==> src/rtl/cmp_pkg.sv <==
`timescale 1ns / 1ps
// ---------------------------------------------------------------------------
// cmp_pkg
// shared widths, constants and types of the complex multiply / polar block
// ---------------------------------------------------------------------------
package cmp_pkg;

  localparam int OPERAND_WIDTH_DEFAULT = 16;
  localparam int CORDIC_STEPS_DEFAULT  = 16;

  // product parts, Q8.24
  localparam int PW = 32;
  // cordic datapath
  localparam int GUARD_BITS = 4;
  localparam int XW = 38;              // x and y, signed
  localparam int ZW = 34;              // angle accumulator, signed, 2^-30 rad units
  localparam int XLO = 19;             // low slice of x for the gain multiply
  localparam int XHI = XW - XLO;
  localparam int GW  = 24;             // gain constant width
  localparam int MW  = XLO + GW;       // partial product width

  localparam logic [GW-1:0]        GAIN_Q24 = 24'd10188014;
  localparam logic signed [ZW-1:0] PI_Q30   = 34'sd3373259426;
  localparam int                   PHW      = 16;
  localparam logic signed [PHW-1:0] PHASE_LIMIT = 16'sd25736;

  localparam logic [30:0] ARCTAN_Q30 [32] = '{
    31'd843314857, 31'd497837830, 31'd263043837, 31'd133525159, 31'd67021687,
    31'd33543516, 31'd16775851, 31'd8388437, 31'd4194283, 31'd2097149,
    31'd1048576, 31'd524288, 31'd262144, 31'd131072, 31'd65536, 31'd32768,
    31'd16384, 31'd8192, 31'd4096, 31'd2048, 31'd1024, 31'd512, 31'd256,
    31'd128, 31'd64, 31'd32, 31'd16, 31'd8, 31'd4, 31'd2, 31'd1, 31'd0
  };

  typedef struct packed {
    logic signed [XW-1:0] x;
    logic signed [XW-1:0] y;
    logic signed [ZW-1:0] z;
    logic                 zero;
    logic signed [PW-1:0] re;
    logic signed [PW-1:0] im;
  } cordic_t;

  typedef struct packed {
    logic    valid;
    cordic_t data;
  } cell_link_t;

endpackage

==> src/rtl/cmp_cell.sv <==
`timescale 1ns / 1ps
// ---------------------------------------------------------------------------
// cmp_cell
// one cordic vectoring micro-rotation with its pipeline register
// ---------------------------------------------------------------------------
module cmp_cell #(
  parameter int STEP = 0
) (
  input  logic                clk,
  input  logic                rst,
  input  cmp_pkg::cell_link_t up,
  output logic                up_ready,
  output cmp_pkg::cell_link_t down,
  input  logic                down_ready
);
  import cmp_pkg::*;

  localparam logic [4:0] K = 5'(STEP);
  localparam logic signed [ZW-1:0] ATAN = $signed(ZW'(ARCTAN_Q30[K]));

  logic load;
  logic signed [XW-1:0] xs, ys;

  assign load     = !down.valid || down_ready;
  assign up_ready = load;
  assign xs = up.data.x >>> STEP;
  assign ys = up.data.y >>> STEP;

  always_ff @(posedge clk) begin
    if (rst) begin
      down.valid <= 1'b0;
    end else if (load) begin
      down.valid <= up.valid;
    end
    if (load && up.valid) begin
      // y above the axis turns clockwise
      if (up.data.y > 0) begin
        down.data.x <= up.data.x + ys;
        down.data.y <= up.data.y - xs;
        down.data.z <= up.data.z + ATAN;
      end else begin
        down.data.x <= up.data.x - ys;
        down.data.y <= up.data.y + xs;
        down.data.z <= up.data.z - ATAN;
      end
      down.data.zero <= up.data.zero;
      down.data.re   <= up.data.re;
      down.data.im   <= up.data.im;
    end
  end

endmodule

==> config.mk <==
export PLATFORM = sky130hd
export DESIGN_NAME = cmp_cell
export DESIGN_NICKNAME = d
export VERILOG_FILES = /design/src/rtl/cmp_pkg.sv /design/src/rtl/cmp_cell.sv
export SDC_FILE = /design/constraint.sdc
export NUM_CORES = 1
export LEC_CHECK = 0
export ABC_AREA = 0
export ABC_CLOCK_PERIOD_IN_PS = 5350
export BUFFER_PORTS_ARGS = -buffer_cell sky130_fd_sc_hd__clkbuf_2
export CORE_MARGIN = 2
export CORE_UTILIZATION = 49
export DETAILED_ROUTE_END_ITERATION = 12
export PLACE_DENSITY = 0.78
export REMOVE_ABC_BUFFERS = 1
export SLEW_MARGIN = 20
export SYNTH_ARGS = -nofsm -noshare
export SYNTH_HDL_FRONTEND = slang
export SYNTH_SLANG_ARGS = --single-unit
export TNS_END_PERCENT = 30
==> constraint.sdc <==
create_clock -name clk -period 5.35 [get_ports clk]
set_clock_uncertainty 0.2 [all_clocks]
set_input_delay 0.2675 -clock clk [delete_from_list [all_inputs] [get_ports clk]]
set_output_delay 0.2675 -clock clk [all_outputs]
set_load 0.02 [all_outputs]
---- Word-level counts from Yosys, hierarchy flattened ----
Cells that the tools add are included.
storage, ports and cells
  register bits ........................... 176
  input port bits ......................... 179
  logic and storage cells ................. 17
operators by class
  $add $sub $neg .......................... 5
  order comparisons ....................... 1
  mux-type cells .......................... 1
  reduce and logical (&&, ||, !) cells .... 3
operator list
  kind                    number
  $mux 110                1
  $sub 38x38->38          2
  $add 38x38->38          1
  $gt 38x1->1 const B     1
  $add 34x31->34 const B  1
  $sub 34x31->34 const B  1
  $logic_and 1x1->1       1
  $logic_not 1->1         1
  $logic_or 1x1->1        1

---- Depth between registers and ports, before layout ----
  depth after elaboration ................. 3
  depth in mapped cells ................... 19

---- Least setup slack after synthesis ----
No wires, ideal clock.
  path type ............................... register -> register
  start point ............................. register down[175] in the netlist's numbering
  end point ............................... register down[0] in the netlist's numbering (enable)
  arrival ................................. 4631 ps
  data required time ...................... 4595 ps
  slack ................................... -35 ps
  cell stages (with the launch flop) ...... 3
  period minus slack after synthesis ...... 5385 ps
  cells stage by stage .................... dfxtp_1 nand2b_1 and2_1
between the ends
  longest elaborated chain between the ends .. 3
ends and longest elaborated chain
  item               RTL line        RTL
  start, declared    cmp_cell.sv:13  output cmp_pkg::cell_link_t down,
  $logic_not 1->1    cmp_cell.sv:24  assign load = !down.valid || down_ready;
  $logic_or 1x1->1   cmp_cell.sv:24
  via up_ready       cmp_cell.sv:12  output logic up_ready,
  $logic_and 1x1->1  cmp_cell.sv:35  if (load && up.valid) begin
The timed path passes the listed nets, and every way through them passes these cells.
A chain may end at the register's enable or synchronous reset.

---- Worst setup path after layout ----
  start point ............................. input up[132] in the netlist's numbering
  end point ............................... register down[94] in the netlist's numbering, data pin
between the ends
  longest elaborated chain between the ends .. 2
ends and longest elaborated chain
  item             RTL line        RTL
  start, declared  cmp_cell.sv:11  input cmp_pkg::cell_link_t up,
  $gt 38x1->1      cmp_cell.sv:37  if (up.data.y > 0) begin
  $mux 110         cmp_cell.sv:37
No other way between the ends.

==> key figures <==
Timing
  • Crit path time final: 4.54 ns
  • Hold Worst Slack: 0.0963 ns
  • Hold Vio Cnt, Final: 0
  • Setup TNS: 0 ns
  • # setup viols final: 0
  • RSZ-0062 raised after global routing: no
  • Final-report max-slew violation count: 0
  • Slew margin rel.: 0.365
  • Worst Tran Pin Value: 0.953 ns
  • Part of the cycle the worst path needs: 0.849
  • PnR worst setup slack: 0.811 ns
  • Fmax: 220 MHz

Power
  • Part of the power in registers: 0.378
  • Net Sw Frac: 0.371
  • Maximum vdd drop: 0.000169 V
  • Power share of the clock group: 0.290
  • Pleak: 0.00762 uW
  • Net Switching: 1720 uW
  • Int Pwr: 2930 uW
  • Combinational share of power: 0.332
  • PwrDens: 275 nW/um^2

Finish
  • Biggest regs: down: 175 flops
  • Post-Layout Cell Count: 2,180
  • Commonest non-fill, non-tap cell in the layout: clkbuf_2
  • Commonest non-fill, non-tap cells in the layout: clkbuf_2, edfxtp_1, a21oi_1
  • Area delta synth->final: 25.0%
  • Share of cells above drive strength 1: 0.235
  • Layout Nets: 2,145
  • Biggest register: down
  • Max reg flops: 175
  • Design area: 16,900 um^2
  • Filler Cells Inserted: 2,258

Die
  • Die area: 29,000 um^2
  • Initial core utilization: 0.501
  • Die H: 170 um
  • Row Count: 60
  • Core area: 27,000 um^2
  • Die width: 170 um
  • IO Pins: 356

Clocking
  • CTS H-Tree Depth: 4
  • Clk_lat worst skew: 0.45 ns
  • Clock transition at path regs: 0.08 ns
  • Clock Path Buffers: 2
  • Post-CTS setup buffers: 0
  • Sink Count: 175
  • CTS tree: built
  • Clock root buffer master: clkbuf_16
  • CTS Buf Count: 17

Synth
  • Asr flop ratio synth: 0
  • Seq/Total Area, Yosys: 0.387
  • Cell count after synthesis: 1,420
  • Synth Warn #: 0
  • Seq cells post-synth: 175
  • Mapped Avg Cell Area: 9.54 um^2
  • Post-Syn Area: 13,500 um^2
  • Ys flop type: edfxtp_1
  • Cell variety after synth: 86
  • EDFF count, synth: 174

Worst hold path
  • Worst Hold Path EP: down[137]$_DFFE_PP_
  • Min-Delay Path Depth: 3
  • Min-delay worst type: input pin to register
  • Min-delay src: up[137]

Detailed routing
  • DRC: 0
  • 1st-iter DRT viols: 1,275
  • DRT Wirelength: 44.4 mm
  • Routed Antenna Nets: 0
  • Drt wl/cell: 20.4 um
  • Vias: 12,800
  • Routed vias/inst: 5.88
  • Pre-antenna DRT Iters: 6

Critical path
  • Worst path required time: 5.34 ns
  • Worst r2r path cells: 3
  • Startpoint types: input pin
  • Worst reg2reg setup slack: 3.34 ns
  • CP max FO: 13
  • RR Endpoint: down[160]$_DFFE_PP_
  • WP data arrival: 4.53 ns
  • R2r startpoint: down[175]$_SDFFE_PP0N_
  • CP endpoint kind: register
  • WS Path Type: input pin to register

Placement
  • Placed Area: 15,600 um^2
  • Port bufs: 355
  • DP HPWL: 33.5 mm
  • GP Congestion: 0.997
  • Placed insts: 2,073
  • Place WS: 0.547 ns

Global routing
  • Overall routing resource usage: 0.299
  • Initial antenna violation count: 7
  • Overflow after GRT: 0
  • Global-route wire length before repair: 67.1 mm
  • Vias in the first global route: 12,400
  • Largest net degree at the start of global routing: 175

Status
  • Outcome: complete, no violations

Flow run
  • Max-cap viol count: 0
-- logic make-up (layout without fill, tap and decap cells) --
logic type,Yosys count,count (layout),share of synthesized area
xor+xnor,96,96,0.0621
other cells,0,7,0
buf+inv,176,588,0.0514
compound gates,475,475,0.229
simple gates,341,341,0.125
flops,175,175,0.387
mux,10,10,0.00739
fa+ha+maj,147,147,0.138
-- cell type report --
class,instances,area [um^2],area share
sequential,175,5250,0.310
inverter,123,462,0.0273
clock inverter,15,204,0.0120
antenna,7,17.5,0.00103
multi-input combinational,1069,7610,0.449
tap,341,427,0.0252
clock buffer,17,425,0.0251
timing repair buffer,433,2540,0.150
-- how the worst max path moves through the flow --
| stage | to | depth (start not counted) | from |
|---|---|---|---|
| floorplan | down[96]$_DFFE_PP_ | 15 | up[124] |
| global placement | down[96]$_DFFE_PP_ | 17 | up[132] |
| detailed placement | down[96]$_DFFE_PP_ | 17 | up[132] |
| CTS | down[96]$_DFFE_PP_ | 17 | up[132] |
| global route | down[94]$_DFFE_PP_ | 17 | up[132] |
| finish | down[94]$_DFFE_PP_ | 17 | up[132] |
-- power by group through the flow --
stage | Sequential, uW | Combinational (uW) | Clock (uW)
2_1_floorplan | 1980 | 792 | 0
3_3_place_gp | 1790 | 1450 | 0
3_5_place_dp | 1790 | 1470 | 0
4_1_cts | 1760 | 1520 | 1370
5_1_grt | 1770 | 1670 | 1410
6_report | 1760 | 1540 | 1350
-- through the flow --
step | util | power, uW
2_1_floorplan | - | 2770
3_3_place_gp | 0.578 | 3240
3_5_place_dp | 0.578 | 3260
4_1_cts | 0.626 | 4640
5_1_grt | 0.627 | 4860
6_report | 0.627 | 4650
-- synth_stat cells (all sizes together), types with 4 or more instances --
cell	instances	area share
o31ai	14	0.0095
nor2	105	0.029
a311oi	7	0.0045
a31oi	14	0.0080
o2111ai	4	0.0026
xnor2	81	0.052
o21a	15	0.0083
inv	121	0.034
a21oi	160	0.060
nor2b	17	0.0079
mux2i	10	0.0074
a21boi	8	0.0044
a31o	5	0.0032
nand3b	4	0.0022
a21o	52	0.029
nor3	33	0.013
nand2	67	0.019
a211o	4	0.0026
nand4	21	0.0097
o31a	4	0.0026
clkbuf	33	0.0091
and2	4	0.0018
o21bai	30	0.017
or4	6	0.0036
nor4	15	0.0074
nand2b	17	0.0079
a211oi	16	0.0092
ha	143	0.13
o211ai	15	0.0083
or2	7	0.0032
fa	4	0.0059
a221oi	6	0.0048
and3	11	0.0051
buf	20	0.0081
xor2	15	0.0097
or3	5	0.0023
edfxtp	174	0.39
o22ai	4	0.0018
o21ai	94	0.035
nand3	19	0.0070
-- per-layer routing --
metal  wire (um)  track usage  part of all wire  vias to the layer above
li1            -            -                 -                     6008
met1       18100        0.380              0.41                     6047
met2       20900        0.497              0.47                      666
met3        3570       0.0607             0.080                       95
met4        1790        0.126             0.040                        0
met5           0            0                 0                        -
-- critical path: stages --
cell and delay [ns]:
clkbuf_2 0.11, nor4_1 0.50, buf_4 0.22, nand4_1 0.16, nor3_1 0.42, or2_4 0.29
inv_2 0.16, ha_1 0.41, nand2_1 0.09, o21ai_0 0.33, o221ai_1 0.16, o21ai_1 0.24
and3_1 0.25, o31ai_4 0.09, a21oi_2 0.32, nor4_1 0.12, a311o_1 0.36
-- repair_timing --
action                                 CTS  global route
resized for setup                        0             0
endpoints found under the hold margin   67             0
hold buffers                            68             0
No activity file was read; power rests on OpenSTA's default activity.
