## config.mk

```make
export PLATFORM = sky130hd
export DESIGN_NAME = cmp_post_flat
export DESIGN_NICKNAME = d
export VERILOG_FILES = /design/src/rtl/cmp_pkg.sv /design/src/rtl/cmp_if.sv /design/src/rtl/cmp_post.sv /design/src/flat_wrapper.sv
export SDC_FILE = /design/constraint.sdc
export NUM_CORES = 1
export LEC_CHECK = 0
export BUFFER_PORTS_ARGS = -buffer_cell sky130_fd_sc_hd__buf_2
export CAP_MARGIN = 10
export CORE_ASPECT_RATIO = 1.1
export CORE_MARGIN = 8
export CORE_UTILIZATION = 40
export CTS_BUF_LIST = sky130_fd_sc_hd__clkbuf_4
export DETAILED_ROUTE_END_ITERATION = 8
export SETUP_SLACK_MARGIN = 0.02
export SLEW_MARGIN = 20
export SYNTH_ARGS = -nofsm -noshare
export SYNTH_HDL_FRONTEND = slang
export SYNTH_SLANG_ARGS = --single-unit
```

## constraint.sdc

```tcl
create_clock -name clk -period 11.05 [get_ports clk]
set_input_delay 2.7625 -clock clk [delete_from_list [all_inputs] [get_ports clk]]
set_output_delay 2.7625 -clock clk [all_outputs]
set_load 0.02 [all_outputs]
```

## src/rtl/cmp_pkg.sv

```systemverilog
`timescale 1ns / 1ps
// ---------------------------------------------------------------------------
// cmp_pkg
// shared widths, constants and types of the complex multiply / polar block
// ---------------------------------------------------------------------------
package cmp_pkg;

  localparam int OPERAND_WIDTH_DEFAULT = 16;
  localparam int CORDIC_STEPS_DEFAULT  = 16;

  // product parts, Q8.24
  localparam int PW = 32;
  // cordic datapath
  localparam int GUARD_BITS = 4;
  localparam int XW = 38;              // x and y, signed
  localparam int ZW = 34;              // angle accumulator, signed, 2^-30 rad units
  localparam int XLO = 19;             // low slice of x for the gain multiply
  localparam int XHI = XW - XLO;
  localparam int GW  = 24;             // gain constant width
  localparam int MW  = XLO + GW;       // partial product width

  localparam logic [GW-1:0]        GAIN_Q24 = 24'd10188014;
  localparam logic signed [ZW-1:0] PI_Q30   = 34'sd3373259426;
  localparam int                   PHW      = 16;
  localparam logic signed [PHW-1:0] PHASE_LIMIT = 16'sd25736;

  localparam logic [30:0] ARCTAN_Q30 [32] = '{
    31'd843314857, 31'd497837830, 31'd263043837, 31'd133525159, 31'd67021687,
    31'd33543516, 31'd16775851, 31'd8388437, 31'd4194283, 31'd2097149,
    31'd1048576, 31'd524288, 31'd262144, 31'd131072, 31'd65536, 31'd32768,
    31'd16384, 31'd8192, 31'd4096, 31'd2048, 31'd1024, 31'd512, 31'd256,
    31'd128, 31'd64, 31'd32, 31'd16, 31'd8, 31'd4, 31'd2, 31'd1, 31'd0
  };

  typedef struct packed {
    logic signed [XW-1:0] x;
    logic signed [XW-1:0] y;
    logic signed [ZW-1:0] z;
    logic                 zero;
    logic signed [PW-1:0] re;
    logic signed [PW-1:0] im;
  } cordic_t;

  typedef struct packed {
    logic    valid;
    cordic_t data;
  } cell_link_t;

endpackage

```

## src/rtl/cmp_if.sv

```systemverilog


interface cmp_out_if;
  logic               valid;
  logic               ready;
  logic signed [31:0] product_real;
  logic signed [31:0] product_imag;
  logic        [31:0] magnitude;
  logic signed [15:0] phase_angle;

  modport source (output valid, product_real, product_imag, magnitude, phase_angle,
                  input ready);
  modport sink   (input valid, product_real, product_imag, magnitude, phase_angle,
                  output ready);
endinterface

```

## src/rtl/cmp_post.sv

```systemverilog
`timescale 1ns / 1ps
// ---------------------------------------------------------------------------
// cmp_post
// gain compensation in two partial products, phase rounding and clamp
// ---------------------------------------------------------------------------
module cmp_post (
  input  logic                clk,
  input  logic                rst,
  input  cmp_pkg::cell_link_t up,
  output logic                up_ready,
  cmp_out_if.source           results
);
  import cmp_pkg::*;

  localparam int SUMW = MW + XLO;

  logic                  vg;
  logic [MW-1:0]         p_lo, p_hi;
  logic                  mag_en;
  logic signed [PHW-1:0] phase;
  logic signed [PW-1:0]  re, im;

  logic loadg, loado;
  logic signed [ZW:0]    zr;
  logic signed [ZW-17:0] ph;
  logic [SUMW-1:0]       sum;
  logic [SUMW-29:0]      m;

  assign loado    = !results.valid || results.ready;
  assign loadg    = !vg || loado;
  assign up_ready = loadg;

  // round half up to Q3.13
  assign zr = (ZW+1)'(up.data.z) + (ZW+1)'(65536);
  assign ph = $signed(zr[ZW:17]);

  always_ff @(posedge clk) begin
    if (rst) begin
      vg <= 1'b0;
    end else if (loadg) begin
      vg <= up.valid;
    end
    if (loadg && up.valid) begin
      p_lo   <= up.data.x[XLO-1:0] * GAIN_Q24;
      p_hi   <= up.data.x[XW-1:XLO] * GAIN_Q24;
      mag_en <= !up.data.zero && (up.data.x > 0);
      re     <= up.data.re;
      im     <= up.data.im;
      if (up.data.zero) begin
        phase <= '0;
      end else if (ph > (ZW-16)'(PHASE_LIMIT)) begin
        phase <= PHASE_LIMIT;
      end else if (ph < -(ZW-16)'(PHASE_LIMIT)) begin
        phase <= -PHASE_LIMIT;
      end else begin
        phase <= ph[PHW-1:0];
      end
    end
  end

  assign sum = {p_hi, {XLO{1'b0}}} + SUMW'(p_lo) + (SUMW'(1) << 27);
  assign m   = sum[SUMW-1:28];

  always_ff @(posedge clk) begin
    if (rst) begin
      results.valid <= 1'b0;
    end else if (loado) begin
      results.valid <= vg;
    end
    if (loado && vg) begin
      results.product_real <= re;
      results.product_imag <= im;
      results.phase_angle  <= phase;
      if (!mag_en) begin
        results.magnitude <= '0;
      end else if (|m[SUMW-29:32]) begin
        results.magnitude <= '1;
      end else begin
        results.magnitude <= m[31:0];
      end
    end
  end

endmodule

```

## src/flat_wrapper.sv

```systemverilog
// flat-port wrapper written by rule: the top's interface ports become plain ports
module cmp_post_flat import cmp_pkg::*;
  (clk, rst, up, up_ready, results_valid, results_product_real, results_product_imag, results_magnitude, results_phase_angle, results_ready);
  cmp_out_if results_i ();
  input  logic clk;
  input  logic rst;
  input  cmp_pkg::cell_link_t up;
  output logic up_ready;
  output wire logic [$bits(results_i.valid)-1:0] results_valid;
  output wire logic [$bits(results_i.product_real)-1:0] results_product_real;
  output wire logic [$bits(results_i.product_imag)-1:0] results_product_imag;
  output wire logic [$bits(results_i.magnitude)-1:0] results_magnitude;
  output wire logic [$bits(results_i.phase_angle)-1:0] results_phase_angle;
  input wire logic [$bits(results_i.ready)-1:0] results_ready;
  assign results_valid = results_i.valid;
  assign results_product_real = results_i.product_real;
  assign results_product_imag = results_i.product_imag;
  assign results_magnitude = results_i.magnitude;
  assign results_phase_angle = results_i.phase_angle;
  assign results_i.ready = results_ready;
  cmp_post u_core (.clk(clk), .rst(rst), .up(up), .up_ready(up_ready), .results(results_i));
endmodule
```

; After elaboration in Yosys (flattened, before gate mapping)
; Index checks and enable logic that the tools add are counted.
; Widths: inputs -> output; s select.
[op_classes]
n_addsub = 3
n_mul = 2
n_lt_le_gt_ge = 3
muxes = 3
reduce_logical = 11
[op_table]
columns = cell, n
row1 = $mul 19x23->42 const B, 2
row2 = $add 62x28->62 const B, 1
row3 = $add 62x43->62, 1
row4 = $gt 38x1->1 const B, 1
row5 = $add 34x18->35 const B, 1
row6 = $mux 32, 1
row7 = $gt 18x16->1 const B, 1
row8 = $lt 18x16->1 const B, 1
row9 = $mux 16, 1
row10 = $mux 15, 1
row11 = $reduce_or 2->1, 2
row12 = $logic_and 1x1->1, 3
row13 = $logic_not 1->1, 3
row14 = $reduce_or 3->1, 1
row15 = $logic_or 1x1->1, 2
[totals]
regBits = 279

; Logic depth before layout (Yosys ltp)
[depth]
word_depth = 4
ltp_mapped = 23
depth_no_buf = 23

; Least setup slack after synthesis
; No wires, ideal clock.
[synth_path]
path_type = input to register
from = input port up[163] in the netlist's numbering
to = register u_core.p_hi[40], data pin
setup_time_ps = 135
t_arrival_ps = 8392
setup_slack_ps = 2524
stages = 20
path_buffers = 0
cell_sequence = fa_1 fa_1 inv_1 fa_1 inv_1 fa_1 fa_1 inv_1 fa_1 inv_1 ha_1 a21oi_2 o21ai_1 o31a_1 a211o_1 a2111oi_4 o21bai_2 a21o_1 or4b_1 nand3_1
[synth_via]
elab_chain_len = 1
[synth_rtl]
columns = element, line
row1 = start: declaration, flat_wrapper.sv:7  ; input cmp_pkg::cell_link_t up;
row2 = $mul 19x23->42, cmp_post.sv:45  ; p_hi <= up.data.x[XW-1:XLO] * GAIN_Q24;
row3 = end signal: assignment, cmp_post.sv:45
row4 = end: declaration, cmp_post.sv:18  ; logic [MW-1:0] p_lo, p_hi;
; Every way passes these cells.
; A chain may end at the register's enable or synchronous reset.

; Worst setup path in the final report
[layout_path]
from = input port up[153] in the netlist's numbering
to = register u_core.p_lo[36], data pin
[layout_via]
elab_chain_len = 1
[layout_rtl]
columns = element, line
row1 = $mul 19x23->42, cmp_post.sv:44  ; p_lo <= up.data.x[XLO-1:0] * GAIN_Q24;
row2 = end signal: assignment, cmp_post.sv:44
row3 = end: declaration, cmp_post.sv:18
; Every way passes these cells.

==> metrics.yaml <==
cts-root-buf: "clkbuf_4"
dp.final_hpwl_um: 56100
place_ws_ps: 1490
hold_viol_final: 0
gp_congestion: 0.930
cp-end-kind: "register"
grt_pass1_vias: 18900
fmax_mhz: 112
synth.most_common_cell: "inv_1"
grt_use_total_pct: 17.5
avgRoutedWirePerCell_um: 18.3
synth.avg_cell_area_um2: 11.4
start_kind: "input pin"
finClkSkew_ps: 64.5
coreArea_um2: 66300
cp.required_ps: 11510
portBuffers: 238
maxSlewViolCount: 0
timing.rr.end: "u_core.results.magnitude[15]$_SDFFCE_PN0P_"
synth_flop_cell: "edfxtp_1"
synth_common_cells: "inv_1 (664), fa_1 (375), ha_1 (375)"
critPathKind: "in -> reg"
clock-sinks: 260
post_cts_resized: 0
ff2ff_setup_slack_ps: 6800
synth_area_leaders: "edfxtp_1 (29%), fa_1 (28%), ha_1 (18%)"
synth_edf_count: 258
status: "complete, no violations"
slowest_stage: "nor3_1"
clk_latency_ps: 720
drtIter0Drc: 967
postCtsSetupRepairBufs: 0
fin_cells: 3530
antenna_left: 0
drive_gt1_share_pct: 14.0
syn2layout_area_growth_pct: 11.4
finalSetupViolCount: 0
routed_wl_um: 64700
die_area_um2: 75300
placed_area_um2: 28900
dr.pass1.iters: 5
start_util_pct: 40.3
antenna_found_initial: 10
path_clk_slew_ps: 60
vias: 17000
finalInstanceArea_um2: 29800
netlist.area_leader.share_pct: 29.0
netlist_area_um2: 26700
seq_area_frac_synth_pct: 29.2
synthArstFlopShare_pct: 0
cp_cell_sequence: "buf_2, fa_1, fa_1, inv_1, fa_1, inv_1, fa_1, fa_1, inv_1, fa_1, inv_1, ha_1, a211oi_1, o21bai_1, or3_1, nor3_1, o21ai_0, a21oi_1, o21ai_0, a21oi_1, xnor2_1"
die_height_um: 287
yosysTopAreaCell: "edfxtp_1"
min_period_ps: 8900
viasPerCell: 4.82
critPathMaxFanout: 7
drc: 0
hp-class: "reg -> reg"
cts_buffer_depth: 3
finalCritPeriodShare_pct: 80.5
maxCapViolations: 0
numCtsBuffers: 70
hold_depth: 0
tritoncts: "yes"
top_level_ports: 293
cp_common_cell: "fa_1"
synth_nets: 3271
htreeDepth: 3
rsz0062_at_grt: "false"
rows: 99
grt_pass1_wl_um: 104000
worstHoldStart: "u_core.re[3]$_DFFE_PP_"
synth-warning-count: 0
r2r_start: "u_core.p_hi[3]$_DFFE_PP_"
ys_ff_latch: 260
fin_nets: 3554
slew_headroom_pct: 30.3
cts_hold_buf: 0
gr-total-overflow: 0
finalSetupTns_ps: 0
die_x_um: 262
worst_path_largest_cell_delay_ps: 630
placedCellCount: 3411
postSynthCellCount: 2342
worst_slack_ps: 2150
cp_data_arrival_time_ps: 9360
worstHoldEndpoint: "u_core.results.product_real[3]$_DFFE_PP_"
ff2ff_path_depth: 11
synth_cell_type_count: 73
tightest_slew_ps: 1050
grt_max_degree: 85
-- cell families (layout without fill, tap and decap cells) --
group	count (synthesis)	count (layout)	synth area share [%]
compound gates	281	281	7.10
xor+xnor	97	97	3.18
buf+inv	695	1020	9.82
simple gates	258	258	5.04
other cells	0	5	0
fa+ha+maj	750	750	45.7
flops	260	260	29.2
mux	1	1	0.0421
-- per-layer routing --
layer / wire, µm / track usage (%) / up-vias / share of wire (%)
met2: 30700 / 29.3 / 437 / 47
met4: 1330 / 4.81 / 10 / 2.1
li1: - / - / 8171 / -
met1: 28800 / 22.4 / 8327 / 45
met3: 3830 / 4.58 / 83 / 5.9
met5: 64 / 0 / - / 0.099
-- cell usage in the layout (no fill, tap or decap), drive strengths merged, types with 8 or more instances in the layout --
cell type  count
nand2         49
a31oi         11
nand2b         9
and3          11
nand3         38
o21bai        15
buf          242
nor2b         12
o21a          10
clkinv        13
nor3          19
a21oi         84
xor2          27
xnor2         70
clkbuf        94
nor2          54
o21ai         35
edfxtp       258
fa           375
nand4         20
o211ai        12
inv          667
ha           375
a211oi         8
a21o          58
-- worst max-delay path by stage --
stage,start,to,cells after the start
final,up[153],u_core.p_lo[36]$_DFFE_PP_,21
after global routing,up[147],u_core.p_lo[36]$_DFFE_PP_,22
after CTS,up[153],u_core.p_lo[36]$_DFFE_PP_,21
after detailed placement,up[147],u_core.p_lo[36]$_DFFE_PP_,22
after global placement,up[153],u_core.p_lo[36]$_DFFE_PP_,21
after floorplan,up[163],u_core.p_hi[40]$_DFFE_PP_,20
-- flip-flops by register name, indices dropped and copies added, names as in the netlist --
name                         count
u_core.p_lo                     23
u_core.results.phase_angle      16
u_core.results.magnitude        32
u_core.re                       32
u_core.mag_en                    1
u_core.results.valid             1
u_core.p_hi                     42
u_core.im                       32
u_core.vg                        1
u_core.results.product_imag     32
u_core.results.product_real     32
u_core.phase                    16
-- worst max-delay path: cells and delay by family --
kind | cells | cell delay [ps]
buffers and inverters | 5 | 410
XOR/XNOR | 1 | 80
AND/OR/NAND/NOR | 2 | 1020
AO/OA/AOI/OAI | 6 | 1510
adder cells (fa/ha/maj) | 7 | 3570
-- layout make-up --
| type | count | area, µm² |
|---|---|---|
| fillers | 6225 | 36500 |
| repair buffers | 242 | 1220 |
| multi-input cells | 1387 | 16300 |
| diodes | 5 | 12.5 |
| flip-flops and latches | 260 | 7790 |
| clock buffers | 94 | 706 |
| clock inverters | 20 | 159 |
| inverters | 664 | 2490 |
| well taps | 858 | 1070 |
-- metrics by stage --
step / utilization (%) / hold slack [ps]
after floorplan: - / 400
after global placement: 43.6 / 401
after detailed placement: 43.6 / 405
after CTS: 44.9 / 352
after global routing: 44.9 / 365
final: 44.9 / 361
Power is not shown: default switching activity piles up to over one toggle a cycle in this logic, so the estimate is an artifact.
