--- src/rtl/cmp_pkg.sv ---
`timescale 1ns / 1ps
// ---------------------------------------------------------------------------
// cmp_pkg
// shared widths, constants and types of the complex multiply / polar block
// ---------------------------------------------------------------------------
package cmp_pkg;

  localparam int OPERAND_WIDTH_DEFAULT = 16;
  localparam int CORDIC_STEPS_DEFAULT  = 16;

  // product parts, Q8.24
  localparam int PW = 32;
  // cordic datapath
  localparam int GUARD_BITS = 4;
  localparam int XW = 38;              // x and y, signed
  localparam int ZW = 34;              // angle accumulator, signed, 2^-30 rad units
  localparam int XLO = 19;             // low slice of x for the gain multiply
  localparam int XHI = XW - XLO;
  localparam int GW  = 24;             // gain constant width
  localparam int MW  = XLO + GW;       // partial product width

  localparam logic [GW-1:0]        GAIN_Q24 = 24'd10188014;
  localparam logic signed [ZW-1:0] PI_Q30   = 34'sd3373259426;
  localparam int                   PHW      = 16;
  localparam logic signed [PHW-1:0] PHASE_LIMIT = 16'sd25736;

  localparam logic [30:0] ARCTAN_Q30 [32] = '{
    31'd843314857, 31'd497837830, 31'd263043837, 31'd133525159, 31'd67021687,
    31'd33543516, 31'd16775851, 31'd8388437, 31'd4194283, 31'd2097149,
    31'd1048576, 31'd524288, 31'd262144, 31'd131072, 31'd65536, 31'd32768,
    31'd16384, 31'd8192, 31'd4096, 31'd2048, 31'd1024, 31'd512, 31'd256,
    31'd128, 31'd64, 31'd32, 31'd16, 31'd8, 31'd4, 31'd2, 31'd1, 31'd0
  };

  typedef struct packed {
    logic signed [XW-1:0] x;
    logic signed [XW-1:0] y;
    logic signed [ZW-1:0] z;
    logic                 zero;
    logic signed [PW-1:0] re;
    logic signed [PW-1:0] im;
  } cordic_t;

  typedef struct packed {
    logic    valid;
    cordic_t data;
  } cell_link_t;

endpackage

--- src/rtl/cmp_if.sv ---
`timescale 1ns / 1ps
// ---------------------------------------------------------------------------
// cmp_if
// operand and result channels with valid / ready handshake
// ---------------------------------------------------------------------------
interface cmp_in_if #(
  parameter int WIDTH = cmp_pkg::OPERAND_WIDTH_DEFAULT
);
  logic                    valid;
  logic                    ready;
  logic signed [WIDTH-1:0] first_real;
  logic signed [WIDTH-1:0] first_imag;
  logic signed [WIDTH-1:0] second_real;
  logic signed [WIDTH-1:0] second_imag;

  modport source (output valid, first_real, first_imag, second_real, second_imag,
                  input ready);
  modport sink   (input valid, first_real, first_imag, second_real, second_imag,
                  output ready);
endinterface


--- src/rtl/cmp_front.sv ---
`timescale 1ns / 1ps
// ---------------------------------------------------------------------------
// cmp_front
// partial products, Q8.24 rescale with saturation, half-plane pre-rotation
// ---------------------------------------------------------------------------
module cmp_front #(
  parameter int OPERAND_WIDTH = cmp_pkg::OPERAND_WIDTH_DEFAULT
) (
  input  logic                clk,
  input  logic                rst,
  cmp_in_if.sink              operands,
  output cmp_pkg::cell_link_t down,
  input  logic                down_ready
);
  import cmp_pkg::*;

  localparam int W   = OPERAND_WIDTH;
  localparam int SW  = 2 * W + 1;                 // width of ac - bd
  localparam int SH  = 2 * (W - 4) - 24;          // fraction bits above Q24
  localparam int SHR = (SH > 0) ? SH : 0;
  localparam int SHL = (SH < 0) ? -SH : 0;
  localparam int EW  = (SW > 34) ? SW : 34;

  function automatic logic signed [PW-1:0] rescale(input logic signed [SW-1:0] v);
    logic signed [EW-1:0] r;
    logic        [EW-32:0] top;
    r   = (EW'(v) >>> SHR) <<< SHL;
    top = r[EW-1:31];
    if ((&top) || !(|top)) begin
      rescale = r[PW-1:0];
    end else if (r[EW-1]) begin
      rescale = {1'b1, {(PW-1){1'b0}}};
    end else begin
      rescale = {1'b0, {(PW-1){1'b1}}};
    end
  endfunction

  // stage 1: products
  logic                    v1;
  logic signed [2*W-1:0]   ac, bd, ad, bc;
  // stage 2: saturated parts
  logic                    v2;
  logic signed [PW-1:0]    re, im;

  logic load1, load2, load3;
  logic signed [XW-1:0] x0, y0;

  assign load3 = !down.valid || down_ready;
  assign load2 = !v2 || load3;
  assign load1 = !v1 || load2;
  assign operands.ready = load1;

  always_ff @(posedge clk) begin
    if (rst) begin
      v1 <= 1'b0;
    end else if (load1) begin
      v1 <= operands.valid;
    end
    if (load1 && operands.valid) begin
      ac <= operands.first_real * operands.second_real;
      bd <= operands.first_imag * operands.second_imag;
      ad <= operands.first_real * operands.second_imag;
      bc <= operands.first_imag * operands.second_real;
    end
  end

  always_ff @(posedge clk) begin
    if (rst) begin
      v2 <= 1'b0;
    end else if (load2) begin
      v2 <= v1;
    end
    if (load2 && v1) begin
      re <= rescale(SW'(ac) - SW'(bd));
      im <= rescale(SW'(ad) + SW'(bc));
    end
  end

  assign x0 = XW'(re) <<< GUARD_BITS;
  assign y0 = XW'(im) <<< GUARD_BITS;

  always_ff @(posedge clk) begin
    if (rst) begin
      down.valid <= 1'b0;
    end else if (load3) begin
      down.valid <= v2;
    end
    if (load3 && v2) begin
      // left half plane: turn by pi first
      if (re[PW-1]) begin
        down.data.x <= -x0;
        down.data.y <= -y0;
        down.data.z <= im[PW-1] ? -PI_Q30 : PI_Q30;
      end else begin
        down.data.x <= x0;
        down.data.y <= y0;
        down.data.z <= '0;
      end
      down.data.zero <= (re == '0) && (im == '0);
      down.data.re   <= re;
      down.data.im   <= im;
    end
  end

endmodule

--- src/flat_wrapper.sv ---
// flat-port wrapper written by rule: the top's interface ports become plain ports
module cmp_front_flat import cmp_pkg::*;
#(
  parameter int OPERAND_WIDTH = cmp_pkg::OPERAND_WIDTH_DEFAULT
)
  (clk, rst, down, down_ready, operands_valid, operands_first_real, operands_first_imag, operands_second_real, operands_second_imag, operands_ready);
  cmp_in_if operands_i ();
  input  logic clk;
  input  logic rst;
  output cmp_pkg::cell_link_t down;
  input  logic down_ready;
  input wire logic [$bits(operands_i.valid)-1:0] operands_valid;
  input wire logic [$bits(operands_i.first_real)-1:0] operands_first_real;
  input wire logic [$bits(operands_i.first_imag)-1:0] operands_first_imag;
  input wire logic [$bits(operands_i.second_real)-1:0] operands_second_real;
  input wire logic [$bits(operands_i.second_imag)-1:0] operands_second_imag;
  output wire logic [$bits(operands_i.ready)-1:0] operands_ready;
  assign operands_i.valid = operands_valid;
  assign operands_i.first_real = operands_first_real;
  assign operands_i.first_imag = operands_first_imag;
  assign operands_i.second_real = operands_second_real;
  assign operands_i.second_imag = operands_second_imag;
  assign operands_ready = operands_i.ready;
  cmp_front #(.OPERAND_WIDTH(OPERAND_WIDTH)) u_core (.clk(clk), .rst(rst), .operands(operands_i), .down(down), .down_ready(down_ready));
endmodule
--- config.mk ---
export PLATFORM = sky130hd
export DESIGN_NAME = cmp_front_flat
export DESIGN_NICKNAME = d
export VERILOG_FILES = /design/src/rtl/cmp_pkg.sv /design/src/rtl/cmp_if.sv /design/src/rtl/cmp_front.sv /design/src/flat_wrapper.sv
export SDC_FILE = /design/constraint.sdc
export NUM_CORES = 2
export LEC_CHECK = 0
export BUFFER_PORTS_ARGS = -buffer_cell sky130_fd_sc_hd__buf_4
export CORE_MARGIN = 8
export CORE_UTILIZATION = 55
export DETAILED_ROUTE_END_ITERATION = 10
export HOLD_SLACK_MARGIN = 0.02
export PLACE_DENSITY_LB_ADDON = 0.3
export SLEW_MARGIN = 20
export SYNTH_ARGS = -nofsm -noshare
export SYNTH_HDL_FRONTEND = slang
export SYNTH_SLANG_ARGS = --single-unit
--- constraint.sdc ---
create_clock -name clk -period 11.1 [get_ports clk]
set_clock_uncertainty 0.15 [all_clocks]
set_input_delay 0.555 -clock clk [delete_from_list [all_inputs] [get_ports clk]]
set_output_delay 0.555 -clock clk [all_outputs]
set_load 0.05 [all_outputs]
* Word level (Yosys, flattened, before mapping) *
Index checks and enable logic that the tools add are counted.

cells by class
  $add $sub $neg = 4
  multiply operators = 4
  mux-type cells = 6
  reductions and logical operators = 20

operator list
  kind                 number
  $mul A16 B16 Y32     4
  $mux W32             4
  $mux W107            1
  $neg A36 Y38         2
  $logic_not A32 Y1    2
  $mux W34             1
  $add A32 B32 Y33     1
  $sub A32 B32 Y33     1
  $logic_not A1 Y1     5
  $logic_or A1 B1 Y1   5
  $logic_and A1 B1 Y1  4
  $reduce_and A2 Y1    2
  $reduce_or A2 Y1     2

storage, ports and cells
  flip-flop bits (word level) = 370
  bits of input ports = 68
  output and inout port bits = 177
  logic and storage cells = 51

* Longest topological paths before layout *
  depth in word-level cells = 5
  mapped depth = 25
  gate-level depth less buffers = 23

* Worst setup path after synthesis *
No wires, ideal clock.

  kind = flip-flop to flip-flop
  from = reg u_core.v2
  to = reg u_core.ac[0] (enable)
  setup time = 0.692 ns
  arrival = 7.271 ns
  data required time = 10.258 ns
  setup slack = 2.988 ns
  stages on the path, launching flop included = 2
  buffers on the path = 0
  period minus slack after synthesis = 8.112 ns
  cells stage by stage = dfxtp_1 > a31oi_1

on the way
  word-level cells in the longest chain between the ends = 4

RTL lines
  element                 line             text
  from (decl)             cmp_front.sv:42  logic v2;
  from (signal assigned)  cmp_front.sv:71  v2 <= v1;
  $logic_not A1 Y1        cmp_front.sv:49  assign load2 = !v2 || load3;
  $logic_or A1 B1 Y1      cmp_front.sv:49
  $logic_or A1 B1 Y1      cmp_front.sv:50  assign load1 = !v1 || load2;
  $logic_and A1 B1 Y1     cmp_front.sv:59  if (load1 && operands.valid) begin
  to (signal assigned)    cmp_front.sv:60  ac <= operands.first_real * operands.second_real;
  to (decl)               cmp_front.sv:40  logic signed [2*W-1:0] ac, bd, ad, bc;

Every way passes these cells.
A chain may end at the register's enable or synchronous reset.

* Worst setup path in the final report *
  from = in operands_first_real[10]
  to = reg u_core.ad[30], data pin

on the way
  word-level cells in the longest chain between the ends = 1

RTL lines
  element               line                text
  from (decl)           flat_wrapper.sv:13  input wire logic [$bits(operands_i.first_real)-1:0] operands_first_real;
  $mul A16 B16 Y32      cmp_front.sv:62     ad <= operands.first_real * operands.second_imag;
  to (signal assigned)  cmp_front.sv:62
  to (decl)             cmp_front.sv:40

Every way passes these cells.

==> results.py <==
metrics = {
    "placement": {
        "gp_congestion": 0.883,
        "dp_hpwl_um": 101000,
        "numPortBuffers": 235,
        "post-place-ws_ps": 3520,
    },
    "critical_path": {
        "rrSetupSlack_ps": 6820,
        "rr_startpoint": "u_core.bc[0]$_DFFE_PP_",
        "crit_type": "primary input to flip-flop",
        "crit_path_start": "operands_first_real[10]",
        "critPathArrivalTime_ps": 7190,
        "cp-end-kind": "flip-flop",
        "required_ps": 11240,
        "critPathLaunchType": "primary input",
        "crit_fanout": 32,
    },
    "finish": {
        "finalNetCount": 7012,
        "drive_gt1_frac": 0.0606,
        "area_growth_pct": 6.76,
        "fillers": 8244,
    },
    "sta": {
        "hold_viol": 0,
        "period_needed_ps": 7050,
        "clock.fmax_mhz": 142,
        "fin_crit_sh": 0.635,
        "rsz0062_at_grt": "no",
        "worstMarginPinSlew_ps": 1080,
        "finalSetupViolations": 0,
        "slew_headroom": 0.277,
        "tns_ps": 0,
        "setup_slack_ps": 4050,
        "slew_violations": 0,
    },
    "global_route": {
        "grt_pass1_wl_um": 209000,
        "grt_overflow": 0,
        "first_global_vias": 39500,
        "grt_use_met3": 0.0406,
        "gr-usage-met1": 0.331,
        "grt_start_max_net_pins": 75,
        "grt_usage": 0.241,
        "antenna_found_initial": 7,
        "busiest_layer": "met2",
        "use_met2": 0.390,
    },
    "cts": {
        "clock_latency_ps": 560,
        "cts_hold_buf": 1,
        "cts_sinks": 329,
        "root_buffer": "clkbuf_16",
        "cts_tree": "built",
        "cts_setup_buffers": 0,
        "cts.clk_slew.worst_paths_ps": 60,
        "clock_path_buffers": 3,
        "cts.htree.levels": 2,
        "cts_buffers": 37,
        "cts_resized": 0,
    },
    "logic_synthesis": {
        "yosysTopAreaCell": "fa_1",
        "synth.top_cell.area_share": 0.387,
        "synth.most_common_cell": "inv_1",
        "synthFlopType": "edfxtp_1",
        "synth.ff_latch_count": 329,
        "synth_top_cells_by_area": "fa_1, edfxtp_1, ha_1",
        "syn_area_per_cell_um2": 9.97,
        "yosys_warnings": 0,
        "synth_cells": 5456,
        "yosys-top-cells-count": "inv_1, fa_1, nand2_1",
        "syn-cell-area_um2": 54400,
        "synth_cell_type_count": 72,
        "yosysSeqAreaShare": 0.181,
        "synth_edf_count": 326,
        "synthArstFlopShare": 0,
    },
    "floorplanning": {
        "dieArea_um2": 109000,
        "die_w_um": 330,
        "start_util": 0.554,
        "core-area_um2": 98100,
        "die_y_um": 330,
        "pin_count": 245,
        "rows": 115,
    },
    "min_path": {
        "hp-class": "primary input to flip-flop",
        "min-delay-start": "operands_valid",
    },
    "drt": {
        "drt_first_pass_iters": 6,
        "first_iter_violations": 2811,
        "routedWlPerCell_um": 18.9,
        "postRouteAntennaNets": 0,
        "drc": 0,
        "avgViaCountPerCell": 5.50,
        "drt_wl_total_um": 129000,
        "vias": 37500,
    },
    "status": {
        "status": "finished, final reports clean",
    },
    "run": {
        "cap_violations": 0,
    },
}
## layout make-up
cell class / count / area, um^2 / area share
Antenna cell: 4 / 10.0 / 0.000172
Clock buffer: 42 / 945 / 0.0163
Clock inverter: 24 / 269 / 0.00463
Inverter: 1199 / 4500 / 0.0775
Multi-Input combinational cell: 3682 / 39000 / 0.672
Sequential cell: 329 / 9850 / 0.170
Tap cell: 1287 / 1610 / 0.0277
Timing Repair Buffer: 251 / 1890 / 0.0325
## through the flow
step,cell area (um^2),util,std cells,hold WS (ps)
5_1_grt,58100,0.592,6817,158
3_3_place_gp,56800,0.579,6747,324
3_5_place_dp,56800,0.579,6747,338
6_report,58100,0.592,6818,147
2_1_floorplan,54400,-,5466,293
4_1_cts,58000,0.592,6814,126
## cells by family (layout without fill, tap and decap cells)
group,Yosys count,in the layout,synth area share
AND/OR/NAND/NOR,1392,1392,0.129
flip-flops,329,329,0.181
adder cells (fa/ha/maj),1455,1455,0.479
buffers and inverters,1455,1516,0.103
multiplexers,1,1,0.000184
AO/OA/AOI/OAI,562,562,0.0655
XOR/XNOR,261,261,0.0420
other,1,15,0.0000690
## final timing paths
path	depth (start not counted)	to
worst max-delay path	21	u_core.ad[30]$_DFFE_PP_
worst min-delay path	3	u_core.v1$_SDFFE_PP0N_
worst max register to register	13	u_core.im[29]$_DFFE_PP_
worst min register to register	0	u_core.down[61]$_DFFE_PP_
## per-layer routing
metal  up-vias  routed length [um]
met2      1592               60000
met1     19000               52800
met3       229               11300
li1      16700                   -
met5         -                   0
met4         0                4540
## worst max-delay path: stages
cell and delay (ps):
buf_4 400, nand2_1 180, fa_1 550, fa_1 580, fa_1 450, fa_1 550
inv_1 50, fa_1 470, inv_1 50, fa_1 470, inv_1 40, ha_1 360
a21oi_1 110, nand2b_1 80, o221ai_1 290, o31ai_1 620, nand3_1 150, a211o_1 330
o311ai_0 560, o31ai_1 160, xnor2_1 160
## registers in the layout (all words and copies together), names as in the netlist
register / count
u_core.ad: 32
u_core.v1: 1
u_core.down: 135
u_core.ac: 32
u_core.bd: 32
u_core.bc: 32
u_core.v2: 1
u_core.im: 32
u_core.re: 32
## placed cells by master, fill, tap and decap left out, types with 45 or more instances in the layout
cell / synthesis / final
a21o_1: 85 / 85
nor2_1: 121 / 121
buf_4: 41 / 250
fa_1: 1050 / 1050
nand2b_1: 45 / 45
nand2_1: 567 / 567
ha_1: 394 / 394
xnor2_1: 198 / 198
inv_1: 1198 / 1198
o21ai_0: 119 / 119
a21oi_1: 173 / 173
xor2_1: 63 / 63
and2_1: 492 / 492
edfxtp_1: 326 / 326
Power is left out: the tool's default activity adds up to more than one toggle a clock period on the data nets, which glitch-free logic cannot reach.
